[config.mk]
export PLATFORM = sky130hd
export DESIGN_NAME = idle_delimited_frame_receiver
export DESIGN_NICKNAME = d
export VERILOG_FILES = /design/src/sv/idfr_pkg.sv /design/src/sv/idle_delimited_frame_receiver.sv
export VERILOG_INCLUDE_DIRS = /design/src /design/src/sv
export SDC_FILE = /design/constraint.sdc
export NUM_CORES = 1
export LEC_CHECK = 0
export BUFFER_PORTS_ARGS = -buffer_cell sky130_fd_sc_hd__buf_2
export CORE_ASPECT_RATIO = 0.8
export CORE_MARGIN = 3
export CORE_UTILIZATION = 35
export CTS_BUF_LIST = sky130_fd_sc_hd__clkbuf_2
export DETAILED_ROUTE_END_ITERATION = 8
export PLACE_DENSITY = 0.61
export SLEW_MARGIN = 15
export SYNTH_ARGS = -nofsm -noshare
export SYNTH_HDL_FRONTEND = slang
export SYNTH_SLANG_ARGS = --single-unit
export TNS_END_PERCENT = 10
[constraint.sdc]
create_clock -name clk -period 5.47 [get_ports clk]
set_clock_uncertainty 0.05 [all_clocks]
set_input_delay 0.547 -clock clk [delete_from_list [all_inputs] [get_ports clk]]
set_output_delay 0.547 -clock clk [all_outputs]
set_load 0.01 [all_outputs]
[src/sv/idle_delimited_frame_receiver_macros.svh]
// assertion macros for the idle delimited frame receiver
// needs clk and rst_n in the scope of the module that uses them
`ifndef IDLE_DELIMITED_FRAME_RECEIVER_MACROS_SVH
`define IDLE_DELIMITED_FRAME_RECEIVER_MACROS_SVH

// checked only outside reset
`define IDFR_ASSERT(lbl, prop, msg) \
  lbl: assert property (@(posedge clk) disable iff (!rst_n) (prop)) else $error(msg);

// checked on every edge, reset included
`define IDFR_ASSERT_ALWAYS(lbl, prop, msg) \
  lbl: assert property (@(posedge clk) (prop)) else $error(msg);

`endif

[src/sv/idfr_pkg.sv]
// constants and codes for the idle delimited frame receiver
// no dependencies
package idfr_pkg;

  localparam int ZONES        = 4;
  localparam int BUFFER_DEPTH = 16;
  localparam int SUM_LEN      = 10;
  localparam int SUM_POS      = 10;
  localparam int REC_FIRST    = 1;
  localparam int REC_LAST     = 9;
  // only bytes up to the checksum position are ever read back
  localparam int KEEP_DEPTH   = SUM_POS + 1;
  localparam int IDX_W        = $clog2(BUFFER_DEPTH + 1);
  localparam int LOST_W       = 4;
  localparam int ZONE_OUT_W   = 2;
  localparam int PERIOD_W     = 16;
  localparam int CFG_DATA_W   = 16;
  localparam int CFG_IDX_W    = 1;

  localparam logic [PERIOD_W-1:0] PERIOD_RESET = 16'd100;
  localparam logic [7:0]          DELIM_RESET  = 8'hFF;

  localparam logic [CFG_IDX_W-1:0] CFG_WATCHDOG_PERIOD = 1'b0;
  localparam logic [CFG_IDX_W-1:0] CFG_DELIMITER_BYTE  = 1'b1;

  localparam logic OP_BYTE = 1'b0;
  localparam logic OP_TICK = 1'b1;

  typedef enum logic [2:0] {
    EV_NONE     = 3'd0,
    EV_PACKET   = 3'd1,
    EV_MISMATCH = 3'd2,
    EV_RANGE    = 3'd3,
    EV_WATCHDOG = 3'd4
  } ev_code_t;

endpackage

[src/sv/idle_delimited_frame_receiver.sv]
// idle delimited frame receiver: byte framing, checksum, zone watchdog
// depends on idfr_pkg and idle_delimited_frame_receiver_macros.svh
//
//  channel | signals                                  | role
//  --------+------------------------------------------+-----------------------------
//  in      | in_valid/in_ready, in_op, in_rx_byte     | byte or timer tick request
//  out     | out_valid/out_ready, out_event_res, ...  | one result per request
//  cfg     | cfg_we, cfg_index, cfg_wdata             | watchdog period, delimiter
//
// one request is taken per cycle unless a result waits with out_ready low; its result
// sits in the output register the cycle after acceptance
// the whole update (checksum adder tree, zone check, watchdog compare) is
// one combinational pass from the state registers to the result register
// in_ready is low only while a result waits and out_ready is low
// rst_n is synchronous: buffer, index, alive marks and tick count clear
`include "idle_delimited_frame_receiver_macros.svh"

module idle_delimited_frame_receiver (
  input  logic                               clk,
  input  logic                               rst_n,
  // request channel
  input  logic                               in_valid,
  output logic                               in_ready,
  input  logic                               in_op,
  input  logic [7:0]                         in_rx_byte,
  // result channel
  output logic                               out_valid,
  input  logic                               out_ready,
  output logic [2:0]                         out_event_res,
  output logic [idfr_pkg::ZONE_OUT_W-1:0]    out_zone,
  output logic [7:0]                         out_mode_flags,
  output logic [7:0]                         out_flag_r,
  output logic [7:0]                         out_flag_e,
  output logic [7:0]                         out_phase,
  output logic [7:0]                         out_regen_work_enable,
  output logic [7:0]                         out_regen_error,
  output logic [7:0]                         out_current,
  output logic [7:0]                         out_voltage,
  output logic [7:0]                         out_spark_count,
  output logic [idfr_pkg::LOST_W-1:0]        out_lost_zones,
  // configuration
  input  logic                               cfg_we,
  input  logic [idfr_pkg::CFG_IDX_W-1:0]     cfg_index,
  input  logic [idfr_pkg::CFG_DATA_W-1:0]    cfg_wdata
);

  typedef struct packed {
    idfr_pkg::ev_code_t                ev;
    logic [idfr_pkg::ZONE_OUT_W-1:0]   zone;
    logic [idfr_pkg::REC_LAST:idfr_pkg::REC_FIRST][7:0] rec;
    logic [idfr_pkg::LOST_W-1:0]       lost;
  } result_t;

  // state
  logic [7:0]                      buf_r   [idfr_pkg::KEEP_DEPTH];
  logic [7:0]                      buf_nxt [idfr_pkg::KEEP_DEPTH];
  logic [idfr_pkg::IDX_W-1:0]      idx_r, idx_nxt;
  logic                            pause_r, pause_nxt;
  logic [idfr_pkg::ZONES-1:0]      alive_r, alive_nxt;
  logic [idfr_pkg::PERIOD_W-1:0]   tick_r, tick_nxt;
  logic [idfr_pkg::PERIOD_W-1:0]   period_r;
  logic [7:0]                      delim_r;

  // output register
  logic                            out_valid_r;
  result_t                         res_r, res_nxt;

  logic                            accept;
  logic [7:0]                      sum;
  logic [3:0]                      nib;
  logic                            zone_ok;
  logic                            wd_fire;

  assign in_ready = !out_valid_r || out_ready;
  assign accept   = in_valid && in_ready;

  // additive checksum over the leading bytes, mod 256
  always_comb begin
    sum = '0;
    for (int k = 0; k < idfr_pkg::SUM_LEN; k++) begin
      sum = sum + buf_r[k];
    end
  end

  // zone number sits one above its index in the high nibble of byte 0
  assign nib     = buf_r[0][7:4];
  assign zone_ok = (nib != 4'd0) && ({28'd0, nib} <= 32'(idfr_pkg::ZONES));
  assign wd_fire = (tick_r >= period_r);

  always_comb begin
    buf_nxt   = buf_r;
    idx_nxt   = idx_r;
    pause_nxt = pause_r;
    alive_nxt = alive_r;
    tick_nxt  = tick_r;
    res_nxt   = '0;
    res_nxt.ev = idfr_pkg::EV_NONE;
    if (accept) begin
      if (in_op == idfr_pkg::OP_TICK) begin
        if (wd_fire) begin
          // period elapsed: report silent zones and start a new period
          tick_nxt     = '0;
          res_nxt.ev   = idfr_pkg::EV_WATCHDOG;
          res_nxt.lost = idfr_pkg::LOST_W'(~alive_r);
          alive_nxt    = '0;
        end else begin
          tick_nxt = tick_r + 1'b1;
        end
      end else if (in_rx_byte != delim_r) begin
        pause_nxt = 1'b0;
        // a full buffer drops the byte and holds the index
        if (idx_r < idfr_pkg::IDX_W'(idfr_pkg::BUFFER_DEPTH)) begin
          for (int i = 0; i < idfr_pkg::KEEP_DEPTH; i++) begin
            if (idx_r == idfr_pkg::IDX_W'(i)) begin
              buf_nxt[i] = in_rx_byte;
            end
          end
          idx_nxt = idx_r + 1'b1;
        end
      end else if (!pause_r) begin
        // first delimiter after data or reset closes the packet; stale bytes stay
        pause_nxt = 1'b1;
        idx_nxt   = '0;
        priority if (sum != buf_r[idfr_pkg::SUM_POS]) begin
          res_nxt.ev = idfr_pkg::EV_MISMATCH;
        end else if (!zone_ok) begin
          res_nxt.ev = idfr_pkg::EV_RANGE;
        end else begin
          res_nxt.ev   = idfr_pkg::EV_PACKET;
          res_nxt.zone = idfr_pkg::ZONE_OUT_W'(nib - 4'd1);
          for (int z = 0; z < idfr_pkg::ZONES; z++) begin
            if ({28'd0, nib} == 32'(z + 1)) begin
              alive_nxt[z] = 1'b1;
            end
          end
          for (int k = idfr_pkg::REC_FIRST; k <= idfr_pkg::REC_LAST; k++) begin
            res_nxt.rec[k] = buf_r[k];
          end
        end
      end
      // a repeated delimiter falls through with nothing to report
    end
  end

  always_ff @(posedge clk) begin
    if (!rst_n) begin
      for (int i = 0; i < idfr_pkg::KEEP_DEPTH; i++) begin
        buf_r[i] <= '0;
      end
      idx_r       <= '0;
      pause_r     <= 1'b0;
      alive_r     <= '0;
      tick_r      <= '0;
      period_r    <= idfr_pkg::PERIOD_RESET;
      delim_r     <= idfr_pkg::DELIM_RESET;
      out_valid_r <= 1'b0;
    end else begin
      buf_r   <= buf_nxt;
      idx_r   <= idx_nxt;
      pause_r <= pause_nxt;
      alive_r <= alive_nxt;
      tick_r  <= tick_nxt;
      if (cfg_we) begin
        unique case (cfg_index)
          idfr_pkg::CFG_WATCHDOG_PERIOD: period_r <= cfg_wdata;
          idfr_pkg::CFG_DELIMITER_BYTE:  delim_r  <= cfg_wdata[7:0];
          default: ;
        endcase
      end
      if (accept) begin
        out_valid_r <= 1'b1;
      end else if (out_ready) begin
        out_valid_r <= 1'b0;
      end
    end
  end

  // payload register, loaded on each accepted request
  always_ff @(posedge clk) begin
    if (accept) begin
      res_r <= res_nxt;
    end
  end

  assign out_valid             = out_valid_r;
  assign out_event_res         = res_r.ev;
  assign out_zone              = res_r.zone;
  assign out_mode_flags        = res_r.rec[1];
  assign out_flag_r            = res_r.rec[2];
  assign out_flag_e            = res_r.rec[3];
  assign out_phase             = res_r.rec[4];
  assign out_regen_work_enable = res_r.rec[5];
  assign out_regen_error       = res_r.rec[6];
  assign out_current           = res_r.rec[7];
  assign out_voltage           = res_r.rec[8];
  assign out_spark_count       = res_r.rec[9];
  assign out_lost_zones        = res_r.lost;

  `IDFR_ASSERT_ALWAYS(a_reset_empty, !rst_n |=> !out_valid_r, "result pending after reset")
  `IDFR_ASSERT(a_idx_bound, idx_r <= idfr_pkg::IDX_W'(idfr_pkg::BUFFER_DEPTH), "index past buffer")
  `IDFR_ASSERT(a_lost_only_wd, out_valid_r && res_r.ev != idfr_pkg::EV_WATCHDOG |-> res_r.lost == '0, "lost zones outside report")
  `IDFR_ASSERT(a_wd_clears, accept && in_op == idfr_pkg::OP_TICK && wd_fire |=> alive_r == '0 && tick_r == '0, "watchdog did not clear")
  `IDFR_ASSERT(a_data_ends_pause, accept && in_op == idfr_pkg::OP_BYTE && in_rx_byte != delim_r |=> !pause_r, "pause kept after data")

endmodule

After elaboration in Yosys (flattened, before gate mapping)
Cells that the tools add are included.
{ "classes": {"add_sub_neg": 12, "magnitude_cmp": 3, "n_eq_ne": 22, "mux": 25, "bitwise_logic": 4, "reduce_logical": 34} }
{ "ops": {"columns": ["op", "count"], "rows": [
  ["$mux W77", 2],
  ["$mux W74", 2],
  ["$add A8 B8 Y8", 9],
  ["$reduce_and A5 Y1", 11],
  ["$reduce_and A7 Y1", 4],
  ["$mux W4", 6],
  ["$eq A5 B3 Y1 const B", 4],
  ["$add A16 B1 Y16 const B", 1],
  ["$ge A16 B16 Y1", 1],
  ["$mux W16", 1],
  ["$ne A8 B8 Y1", 2],
  ["$eq A5 B4 Y1 const B", 3],
  ["$mux W5", 3],
  ["$reduce_bool A2 Y1", 6],
  ["$eq A5 B2 Y1 const B", 2],
  ["$reduce_and A2 Y1", 5],
  ["$eq A4 B2 Y1 const B", 2],
  ["$mux W1", 7],
  ["$mux W3", 2],
  ["$ne A2 B1 Y1 const B", 3],
  ["$ne A2 B2 Y1 const B", 3],
  ["$add A5 B1 Y5 const B", 1],
  ["$eq A5 B1 Y1 const B", 1],
  ["$logic_not A5 Y1", 1],
  ["14 further kinds", 18]
]} }
{ "totals": {"reg_bits": 220, "in_bits": 31, "output_inout_bits": 83, "elab_cells": 133} }

Logic depth before layout (Yosys ltp)
Gate-level depths: netlist of run 1.
{ "logic_depth": {"ltp_word": 14, "ltp_mapped": 21} }

Worst setup path before layout of run 1
Ideal clock, no wire load.
{ "synth_timing": {"kind": "reg-to-reg", "start": "register buf_r[10] (netlist bit)", "end": "register res_r, in the netlist out_spark_count[0] (data pin)", "setup_ns": 0.128, "arrival_ns": 4.971, "setup_slack_ns": 0.322, "stages_incl_launch_ff": 18, "cell_sequence": "dfxtp_1 fa_1 inv_1 fa_1 fa_1 fa_1 inv_1 fa_1 inv_1 fa_1 xor2_1 a211oi_1 o211ai_1 nor4_1 and4b_1 buf_6 buf_6 and2_4"} }
{ "synth_via": {"elab_chain_len": 3} }
{ "synth_lines": {"columns": ["item", "line", "source"], "rows": [
  ["from (decl)", "idle_delimited_frame_receiver.sv:55", "logic [7:0] buf_r [idfr_pkg::KEEP_DEPTH];"],
  ["from (signal assigned)", "idle_delimited_frame_receiver.sv:158", "buf_r <= buf_nxt;"],
  ["$add A8 B8 Y8", "idle_delimited_frame_receiver.sv:81", "sum = sum + buf_r[k];"],
  ["$ne A8 B8 Y1", "idle_delimited_frame_receiver.sv:124", "priority if (sum != buf_r[idfr_pkg::SUM_POS]) begin"],
  ["$reduce_or A5 Y1 (no line)", null, null],
  ["to (signal assigned)", "idle_delimited_frame_receiver.sv:181", "res_r <= res_nxt;"],
  ["to (decl)", "idle_delimited_frame_receiver.sv:66", "result_t res_r, res_nxt;"]
]} }
No other way between the ends.
A chain may end at the register's enable or synchronous reset.

Worst setup path after layout of run 1
{ "layout_timing": {"start": "register buf_r[66] (netlist bit)", "end": "register res_r, in the netlist out_zone[0] (data pin)"} }
{ "layout_via": {"elab_chain_len": 10} }
{ "layout_lines": {"columns": ["item", "line"], "rows": [
  ["$add A8 B8 Y8 (8 in series)", "idle_delimited_frame_receiver.sv:81"],
  ["$ne A8 B8 Y1", "idle_delimited_frame_receiver.sv:124"],
  ["$reduce_or A5 Y1 (no line)", null]
]} }
No other way between the ends.

==> impl_metrics.py, run 1 <==
metrics = {
    "run_status": {
        "status": "completed",
    },
    "timing": {
        "fin_ws_ns": 0.208,
        "post-route-min-period_ns": 5.26,
        "setup_viol": 0,
        "slew_headroom": 0.423,
        "slew_viol_final": 0,
        "worstMarginPinSlew_ns": 0.866,
        "hold_viol": 0,
        "timing.final.crit_share": 0.962,
        "fmax_mhz": 190,
    },
    "floorplanning": {
        "pin_count": 114,
        "num_rows": 56,
        "initial_utilization": 0.362,
        "die_h_um": 163,
        "fp.dieArea_um2": 33100,
        "die_w_um": 203,
        "coreArea_um2": 29900,
    },
    "job": {
        "drv_cap": 0,
    },
    "clock_tree": {
        "numCtsBuffers": 57,
        "cts_tree": "built",
        "cts-htree-levels": 2,
        "root_buffer": "clkbuf_2",
        "clock_sinks": 220,
        "clk_pin_slew_ns": 0.11,
        "clockBufferDepth": 3,
        "clock_latency_ns": 0.83,
    },
    "pwr": {
        "irDropWorstVdd_v": 0.000104,
        "leakagePower_nw": 5.62,
        "power_mw": 3.10,
        "p_per_area_nw_per_um2": 245,
    },
    "logic_synthesis": {
        "ys_seq_area_frac": 0.481,
        "ys.flop_type": "dfxtp_1",
        "async_reset_ff_frac": 0,
        "ys_types": 44,
        "syn_area_um2": 10800,
        "synth.avg_cell_area_um2": 11.2,
        "yosysWarnings": 0,
        "synth_edf_count": 81,
        "netlist_instances": 967,
        "syn-num-nets": 1084,
        "ys_seq_elements": 220,
    },
    "critical_path": {
        "cp-start-kind": "flip-flop",
        "crit_path_max_fanout": 12,
        "arrival_ns": 5.86,
        "endpoint_kind": "flip-flop",
        "path_class": "flip-flop to flip-flop",
        "crit_required_ns": 6.07,
    },
    "grt": {
        "grt_pass1_vias": 7257,
        "grt_antenna_before_repair": 3,
        "grt-ovfl-total": 0,
        "grt_max_degree": 86,
        "grt_first_pass_wirelength_um": 40100,
        "grt_util_all_layers": 0.154,
    },
    "cells_and_area": {
        "synthToLayoutAreaGrowth_pct": 16.9,
        "multi_input_area_um2": 5130,
        "layout-drive-gt1-share": 0.228,
        "mostFrequentLayoutCells": "dfxtp_1 (139), buf_2 (113), clkbuf_2 (90)",
        "layout_commonest_cell": "dfxtp_1",
        "finalCoreUtilization": 0.423,
        "fillers": 2892,
        "fin_nets": 1248,
        "ff_latch_area_um2": 5220,
    },
    "placement": {
        "finalWeightedCongestion": 0.853,
        "port_buffers": 113,
        "hpwl_um": 17700,
        "dp_worst_setup_slack_ns": 0.136,
    },
    "detailed_routing": {
        "via_per_inst": 4.56,
        "drc": 0,
        "route.vias.total": 7233,
        "drt-initial-drc-count": 494,
        "wl_per_cell_um": 16.4,
        "wirelength_um": 26000,
        "ant_nets": 0,
        "dr.pass1.iters": 5,
    },
    "hold_path": {
        "hold_path.class": "input port to flip-flop",
    },
}
final timing paths:
check | from | endpoint | cells after the start | slack (ns)
max | buf_r[66] | out_zone[0] | 17 | 0.21
min | in_rx_byte[7] | buf_r[31] | 3 | 0.09
max reg2reg | buf_r[66] | out_zone[0] | 17 | 0.21
min reg2reg | period_r[1] | period_r[1] | 2 | 0.42
state kept, by name, indices dropped and copies added (netlist names):
name / count
alive_r: 4
buf_r: 88
delim_r: 8
idx_r: 5
out_current: 8
out_event_res: 3
out_flag_e: 8
out_flag_r: 8
out_lost_zones: 4
out_mode_flags: 8
out_phase: 8
out_regen_error: 8
out_regen_work_enable: 8
out_spark_count: 8
out_valid: 1
out_voltage: 8
out_zone: 2
pause_r: 1
period_r: 16
tick_r: 16
synth_stat cells, types with 5 or more instances:
master    instances  area (µm²)
mux2i_1          83         831
ha_1             36         450
nand2_1          77         289
nand2_2           6        37.5
o211ai_1          5        37.5
o21ai_0           9        45.0
fa_1             50        1000
buf_6             7        78.8
edfxtp_1         81        2430
nand2b_1          5        31.3
and2_1           48         300
xor2_1           22         193
nor2b_1          86         538
inv_1            79         297
nand3_1          21         105
clkbuf_1         33         124
nor2_1           32         120
and2_4           30         263
xnor2_1          27         236
dfxtp_1         139        2780
nand4_1           7        43.8
a21oi_1          15        75.1
a21boi_0         23         173
final cells by class:
type / instances / area share
inverters: 79 / 0.0234
diodes: 1 / 0.000198
multi-input cells: 625 / 0.405
clock inverters: 16 / 0.00484
repair buffers: 148 / 0.0787
flip-flops and latches: 220 / 0.412
clock buffers: 90 / 0.0356
well taps: 406 / 0.0401
routing by layer:
metal / track usage / vias up / routed length, µm
met5: 0 / - / 40
met4: 0.0491 / 4 / 396
met3: 0.0361 / 37 / 1540
met2: 0.222 / 206 / 11000
met1: 0.229 / 3438 / 13100
li1: - / 3548 / -
per-stage QoR:
stage	hold WS (ns)	instance area [µm²]	cells	TNS [ns]
after floorplan	0.393	10800	967	0
after global placement	0.406	11800	1453	0
after detailed placement	0.413	11800	1453	0
after global routing	0.0239	12700	1585	-1.07
after CTS	0.00492	12500	1576	0
final	0.0950	12700	1585	0
report_power, final:
group          total (mW)  internal [mW]  switching (mW)
clock network        1.11          0.435           0.673
logic               0.233         0.0946           0.139
registers            1.76           1.74          0.0225
total                3.10           2.26           0.834
worst max-delay path, stage by stage, from the launching register on:
cell      delay, ns
dfxtp_1        0.37
fa_1           0.51
inv_1          0.05
fa_1           0.48
fa_1           0.52
fa_1           0.55
inv_1          0.05
fa_1           0.53
inv_1          0.07
fa_2           0.39
xor2_1         0.17
a211oi_1       0.25
o211ai_1       0.16
nor4_2         0.21
and4b_4        0.29
buf_12         0.16
buf_12         0.14
and2_1         0.13
kinds of logic (layout without fill, tap and decap cells):
kind of cell | count (synthesis) | after routing | share of synthesized area
AO/OA/AOI/OAI | 73 | 73 | 0.0449
XOR/XNOR | 51 | 51 | 0.0432
adder cells (fa/ha/maj) | 86 | 86 | 0.134
buffers and inverters | 122 | 333 | 0.0474
flip-flops | 220 | 220 | 0.481
multiplexers | 83 | 83 | 0.0767
other | 0 | 1 | 0
AND/OR/NAND/NOR | 332 | 332 | 0.172
timing repair:
item | in CTS | in global routing
hold buffers | 17 | 0
hold endpoints to repair | 25 | 0
setup endpoints to repair | 0 | 74
resized for setup | 0 | 11
setup buffers | 0 | 2
Note: power is estimated with default switching activity, not from simulation.
==> inputs of run 2 (changes only) <==
--- a/config.mk
+++ b/config.mk
@@ -9,10 +9,10 @@
 export BUFFER_PORTS_ARGS = -buffer_cell sky130_fd_sc_hd__buf_2
 export CORE_ASPECT_RATIO = 0.8
 export CORE_MARGIN = 3
-export CORE_UTILIZATION = 35
+export CORE_UTILIZATION = 30
 export CTS_BUF_LIST = sky130_fd_sc_hd__clkbuf_2
 export DETAILED_ROUTE_END_ITERATION = 8
-export PLACE_DENSITY = 0.61
+export PLACE_DENSITY = 0.55
 export SLEW_MARGIN = 15
 export SYNTH_ARGS = -nofsm -noshare
 export SYNTH_HDL_FRONTEND = slang
==> run 2 against run 1 <==
Core utilization decreased by 5.6 points. Count of clock-buffer cells in the layout up 7. Sequential share of layout area down 0.71 points. Critical path type unchanged. Highest routed layer unchanged.
==> impl_metrics.py, run 2 (synthesis results as in run 1) <==
metrics = {
    "run_status": {
        "status": "completed",
    },
    "cells_and_area": {
        "layout-drive-gt1-share": 0.245,
        "regMostFlops": "buf_r",
        "synthToLayoutAreaGrowth_pct": 19.1,
        "largest_reg_flops": 88,
        "top_regs": "buf_r x88, period_r x16, tick_r x16",
        "layout_commonest_cell": "dfxtp_1",
        "mostFrequentLayoutCells": "dfxtp_1 (134), buf_2 (113), clkbuf_2 (97)",
        "final_area_um2": 12900,
        "fin_nets": 1252,
        "finalCoreUtilization": 0.367,
        "fillers": 3513,
        "layout.cells.non_filler": 1657,
    },
    "clock_tree": {
        "cts_tree": "built",
        "root_buffer": "clkbuf_2",
        "clockBufferDepth": 3,
        "clock_latency_ns": 0.86,
        "numCtsBuffers": 59,
        "clk_pin_slew_ns": 0.11,
        "cts-htree-levels": 2,
        "clock_sinks": 220,
    },
    "detailed_routing": {
        "wirelength_um": 27000,
        "ant_nets": 0,
        "wl_per_cell_um": 16.3,
        "route.vias.total": 7203,
        "dr.pass1.iters": 4,
        "drc": 0,
        "via_per_inst": 4.35,
        "drt-initial-drc-count": 429,
    },
    "critical_path": {
        "endpoint_kind": "flip-flop",
        "crit_required_ns": 6.14,
        "cp_common_cell": "fa_1",
        "arrival_ns": 5.99,
        "crit_path_max_incr_delay_ns": 0.56,
        "crit_path_max_fanout": 11,
        "cp_slowest_cell": "fa_1",
        "r2r_cells": 17,
        "crit_chain": "fa_1 -> inv_1 -> fa_1 -> fa_1 -> fa_1 -> inv_1 -> fa_1 -> ha_4 -> a211oi_2 -> o21bai_1 -> a21oi_1 -> xnor2_1 -> nor4_2 -> and4b_4 -> buf_12 -> buf_6 -> and2_1",
        "worstReg2RegStart": "buf_r[11]",
        "regToRegSetupSlack_ns": 0.15,
        "r2r_end": "out_flag_e[0]",
        "endpoint": "out_flag_e[0]",
        "path_class": "flip-flop to flip-flop",
        "cp-start-kind": "flip-flop",
        "crit_start": "buf_r[11]",
    },
    "timing": {
        "hold_viol": 0,
        "tns_ns": 0,
        "fmax_mhz": 188,
        "post-route-min-period_ns": 5.32,
        "timing.final.crit_share": 0.973,
        "slew_headroom": 0.277,
        "setup_viol": 0,
        "slew_viol_final": 0,
        "worstMarginPinSlew_ns": 1.08,
    },
    "placement": {
        "dp.cells": 1516,
        "finalWeightedCongestion": 0.801,
        "post_dp_cell_area_um2": 11900,
        "hpwl_um": 18300,
        "port_buffers": 113,
    },
    "grt": {
        "met3_usage": 0.0332,
        "grt_util_all_layers": 0.136,
        "grt-ovfl-total": 0,
        "top_usage_layer": "met1",
        "grt_max_degree": 80,
        "grt_pass1_vias": 7103,
        "grt_use_met2": 0.194,
        "grt_first_pass_wirelength_um": 40600,
        "grt_antenna_before_repair": 4,
        "gr-usage-met1": 0.201,
    },
    "pwr": {
        "leakagePower_nw": 5.67,
        "power_mw": 3.20,
        "irDropWorstVdd_v": 0.0000915,
        "p_per_area_nw_per_um2": 248,
    },
    "floorplanning": {
        "pin_count": 114,
        "die_h_um": 176,
        "initial_utilization": 0.308,
        "fp.dieArea_um2": 38400,
        "die_w_um": 218,
        "num_rows": 61,
        "coreArea_um2": 35200,
    },
    "job": {
        "drv_cap": 0,
    },
    "hold_path": {
        "hold_depth": 4,
        "hold_path.class": "input port to flip-flop",
    },
}
## run 2: worst min path at each step
stage / end / slack (ns) / start
final: period_r[12] / 0.11 / cfg_index
after detailed placement: period_r[8] / 0.41 / period_r[8]
after global routing: buf_r[58] / 0.04 / in_rx_byte[2]
after global placement: period_r[1] / 0.41 / period_r[1]
after floorplan: period_r[10] / 0.39 / period_r[10]
after CTS: delim_r[4] / 0.02 / cfg_we
## run 2: metal layers
metal	up-vias	share of wire
met5	-	0.00048
met1	3428	0.50
met3	53	0.053
li1	3567	-
met4	2	0.020
met2	153	0.42
## run 2: where the power goes
group | leakage (nW) | total (mW) | internal (mW) | switching, mW
combinational | 3.28 | 0.240 | 0.0964 | 0.144
sequential | 1.95 | 1.76 | 1.74 | 0.0214
clock | 0.444 | 1.20 | 0.516 | 0.681
total | 5.67 | 3.19 | 2.35 | 0.847
## run 2: area by class of cell
| cell class | count | area, µm² | share of cell area |
|---|---|---|---|
| clock inverters | 12 | 83.8 | 0.00650 |
| inverters | 79 | 297 | 0.0230 |
| multi-input cells | 625 | 5210 | 0.404 |
| flip-flops and latches | 220 | 5220 | 0.405 |
| clock buffers | 97 | 485 | 0.0376 |
| diodes | 2 | 5.00 | 0.000388 |
| repair buffers | 150 | 1010 | 0.0783 |
| well taps | 472 | 591 | 0.0458 |
## run 2: through the flow
step           setup slack (ns)  hold slack [ns]
2_1_floorplan             0.322            0.393
6_report                  0.149            0.105
5_1_grt                 -0.0418           0.0422
3_3_place_gp             0.0828            0.406
4_1_cts                  0.0276           0.0163
3_5_place_dp             0.0231            0.410
## run 2: repair_timing
item,4_1_cts,5_1_grt
resized for setup,1,21
pin swaps,0,19
endpoints found under the hold margin,38,0
hold buffers,21,0
setup buffers,0,3
setup endpoints to repair,13,74
cloned,0,6
## run 2: worst max-delay path: cells and delay by family, from the launching register on
family	cells	cell delay [ns]
adders and majority gates	6	2.86
xor gates and xnor gates	1	0.10
buffers and inverters	4	0.41
and+or+nand+nor	3	0.95
DFF	1	0.37
AOI/OAI and AO/OA	3	0.50
==> inputs of run 3 (changes only) <==
--- a/config.mk
+++ b/config.mk
@@ -6,6 +6,7 @@
 export SDC_FILE = /design/constraint.sdc
 export NUM_CORES = 1
 export LEC_CHECK = 0
+export ABC_AREA = 1
 export BUFFER_PORTS_ARGS = -buffer_cell sky130_fd_sc_hd__buf_2
 export CORE_ASPECT_RATIO = 0.8
 export CORE_MARGIN = 3
==> run 3 against run 2 <==
Synthesized cell count is 18% higher. Combinational power is 35% higher. Cell count is 11% higher. Flip-flop and latch count stayed put. Worst setup slack worse by 0.11 ns. Via count is 12% higher. Largest power group unchanged. Core utilization is 0.26 points lower. Sequential share of layout area is 0.83 points lower. Non-clock buffer count is 1 higher. Total power is 4.3% higher. Hold slack worse by 0.010 ns. Fmax is 2.0% lower.
==> impl_metrics.py, run 3 <==
metrics = {
    "critical_path": {
        "r2r_cells": 20,
        "r2r_end": "out_phase[1]",
        "path_class": "flip-flop to flip-flop",
        "crit_path_max_fanout": 10,
        "regToRegSetupSlack_ns": 0.04,
        "cp-start-kind": "flip-flop",
        "worstReg2RegStart": "buf_r[42]",
        "endpoint_kind": "flip-flop",
        "cp_common_cell": "fa_1",
        "crit_path_max_incr_delay_ns": 0.60,
        "arrival_ns": 6.11,
        "crit_required_ns": 6.15,
        "cp_slowest_cell": "fa_1",
        "crit_chain": "fa_1 -> inv_2 -> fa_1 -> fa_1 -> fa_1 -> inv_1 -> fa_1 -> inv_2 -> fa_2 -> xor2_1 -> nand3_1 -> nor2_1 -> nand3_1 -> nor3_2 -> nand3_2 -> nor2_4 -> buf_4 -> nand2_8 -> buf_12 -> nor2_4",
    },
    "detailed_routing": {
        "wl_per_cell_um": 15.5,
        "drt-initial-drc-count": 410,
        "ant_nets": 0,
        "drc": 0,
        "wirelength_um": 28500,
        "route.vias.total": 8090,
        "dr.pass1.iters": 7,
        "via_per_inst": 4.40,
    },
    "clock_tree": {
        "root_buffer": "clkbuf_2",
        "clockBufferDepth": 3,
        "numCtsBuffers": 59,
        "cts_tree": "built",
        "cts-htree-levels": 2,
        "clk_pin_slew_ns": 0.12,
        "clock_sinks": 220,
        "clock_latency_ns": 0.90,
    },
    "timing": {
        "grt_setup_unrepaired": "true",
        "fin_ws_ns": 0.0411,
        "fmax_mhz": 184,
        "timing.final.crit_share": 0.992,
        "hold_viol": 0,
        "tns_ns": 0,
        "worstMarginPinSlew_ns": 1.10,
        "setup_viol": 0,
        "hold-worst-slack_ns": 0.0951,
        "post-route-min-period_ns": 5.43,
        "slew_viol_final": 0,
        "slew_headroom": 0.265,
    },
    "floorplanning": {
        "num_rows": 62,
        "die_w_um": 221,
        "pin_count": 114,
        "die_h_um": 178,
        "initial_utilization": 0.306,
        "coreArea_um2": 36100,
        "fp.dieArea_um2": 39200,
    },
    "pwr": {
        "switchingPower_mw": 0.946,
        "p_int_mw": 2.39,
        "netSwitchingFraction": 0.284,
        "share_comb_of_total_power": 0.098,
        "irDropWorstVdd_v": 0.000103,
        "p_per_area_nw_per_um2": 253,
        "clkPwrFrac": 0.372,
        "leakagePower_nw": 5.20,
        "sequentialPowerShare": 0.531,
        "power_mw": 3.33,
    },
    "grt": {
        "grt-ovfl-total": 0,
        "grt_util_all_layers": 0.141,
        "grt_pass1_vias": 7886,
        "grt_antenna_before_repair": 1,
        "grt_max_degree": 82,
        "grt_first_pass_wirelength_um": 42700,
    },
    "hold_path": {
        "min_from": "in_rx_byte[3]",
        "min_to": "buf_r[83]",
        "hold_path.class": "input port to flip-flop",
        "hold_depth": 3,
    },
    "logic_synthesis": {
        "ys_seq_elements": 220,
        "async_reset_ff_frac": 0,
        "syn_area_um2": 11100,
        "netlist_instances": 1139,
        "synth_common_cells": "inv_1 (196), dfxtp_1 (139), a21oi_1 (128)",
        "synth_top_area_share": 0.251,
        "yosysWarnings": 0,
        "ys_seq_area_frac": 0.471,
        "synth_edf_count": 81,
        "ys_types": 40,
        "synth.most_common_cell": "inv_1",
        "ys.flop_type": "dfxtp_1",
        "synth.avg_cell_area_um2": 9.72,
        "syn-num-nets": 1256,
        "synth_area_leaders": "dfxtp_1 (25%), edfxtp_1 (22%), fa_1 (9.0%)",
        "yosysTopAreaCell": "dfxtp_1",
    },
    "cells_and_area": {
        "fillers": 3732,
        "fin_nets": 1425,
        "layout_commonest_cell": "inv_1",
        "synthToLayoutAreaGrowth_pct": 19.0,
        "regMostFlops": "buf_r",
        "largest_reg_flops": 88,
        "layout-drive-gt1-share": 0.249,
        "mostFrequentLayoutCells": "inv_1 (192), dfxtp_1 (135), a21oi_1 (127)",
        "top_regs": "buf_r x88, period_r x16, tick_r x16",
    },
    "placement": {
        "port_buffers": 113,
        "finalWeightedCongestion": 0.837,
        "dp_worst_setup_slack_ns": 0.108,
        "hpwl_um": 19700,
    },
    "run_status": {
        "status": "completed",
    },
    "job": {
        "drv_cap": 0,
    },
}
==> run 3: metal layers <==
metal  up-vias  track usage  part of all wire
met1      3790        0.198              0.49
met4         0       0.0480             0.022
met2       182        0.213              0.44
met5         -            0                 0
met3        54       0.0318             0.051
li1       4064            -                 -
==> run 3: cell families after synthesis <==
family | Yosys count | synth area share
adder cells (fa/ha/maj) | 86 | 0.131
AO/OA/AOI/OAI | 244 | 0.114
XOR/XNOR | 25 | 0.0210
AND/OR/NAND/NOR | 316 | 0.168
flip-flops | 220 | 0.471
buffers and inverters | 248 | 0.0948
==> run 3: power by group through the flow <==
| stage | combinational, mW | sequential, mW | clock, mW |
|---|---|---|---|
| 2_1_floorplan | 0.169 | 1.82 | 0 |
| 3_3_place_gp | 0.289 | 1.81 | 0 |
| 3_5_place_dp | 0.293 | 1.81 | 0 |
| 4_1_cts | 0.306 | 1.77 | 1.29 |
| 5_1_grt | 0.362 | 1.77 | 1.38 |
| 6_report | 0.325 | 1.77 | 1.24 |
==> run 3: through the flow <==
stage | cell area [µm²] | utilization | instances
3_5_place_dp | 12000 | 0.333 | 1693
2_1_floorplan | 11100 | - | 1139
6_report | 13200 | 0.364 | 1838
5_1_grt | 13200 | 0.364 | 1838
3_3_place_gp | 12000 | 0.333 | 1693
4_1_cts | 12800 | 0.355 | 1824
==> run 3: area by class of cell <==
| class | count | area [µm²] | share of cell area |
|---|---|---|---|
| clock inverters | 25 | 164 | 0.0124 |
| flip-flops and latches | 220 | 5220 | 0.396 |
| inverters | 204 | 767 | 0.0583 |
| well taps | 480 | 601 | 0.0456 |
| diodes | 1 | 2.50 | 0.000190 |
| multi-input cells | 672 | 4900 | 0.372 |
| clock buffers | 85 | 425 | 0.0323 |
| repair buffers | 151 | 1090 | 0.0826 |
==> run 3: what timing repair did <==
item                                    in CTS  in global routing
endpoints found under the hold margin       35                  1
hold buffers                                21                  1
gates resized for setup                      0                 26
endpoints found under the setup margin       0                 79
setup buffers                                0                  2
==> run 3: worst max path at each step <==
stage               startpoint       endpoint  cells after the start  slack [ns]
floorplan            buf_r[10]    out_zone[0]                     23        0.48
global placement     buf_r[10]  out_flag_e[0]                     22        0.17
detailed placement   buf_r[10]  out_flag_e[4]                     22        0.11
CTS                  buf_r[10]  out_flag_e[5]                     22        0.03
global route         buf_r[75]  out_flag_e[5]                     21       -0.16
finish               buf_r[42]   out_phase[1]                     20        0.04
==> run 3: worst max-delay path: cells and delay by family, from the launching register on <==
family	cells	cell delay, ns
flops	1	0.35
xor+xnor	1	0.16
simple gates	8	0.96
fa+ha+maj	6	3.14
buf+inv	5	0.57
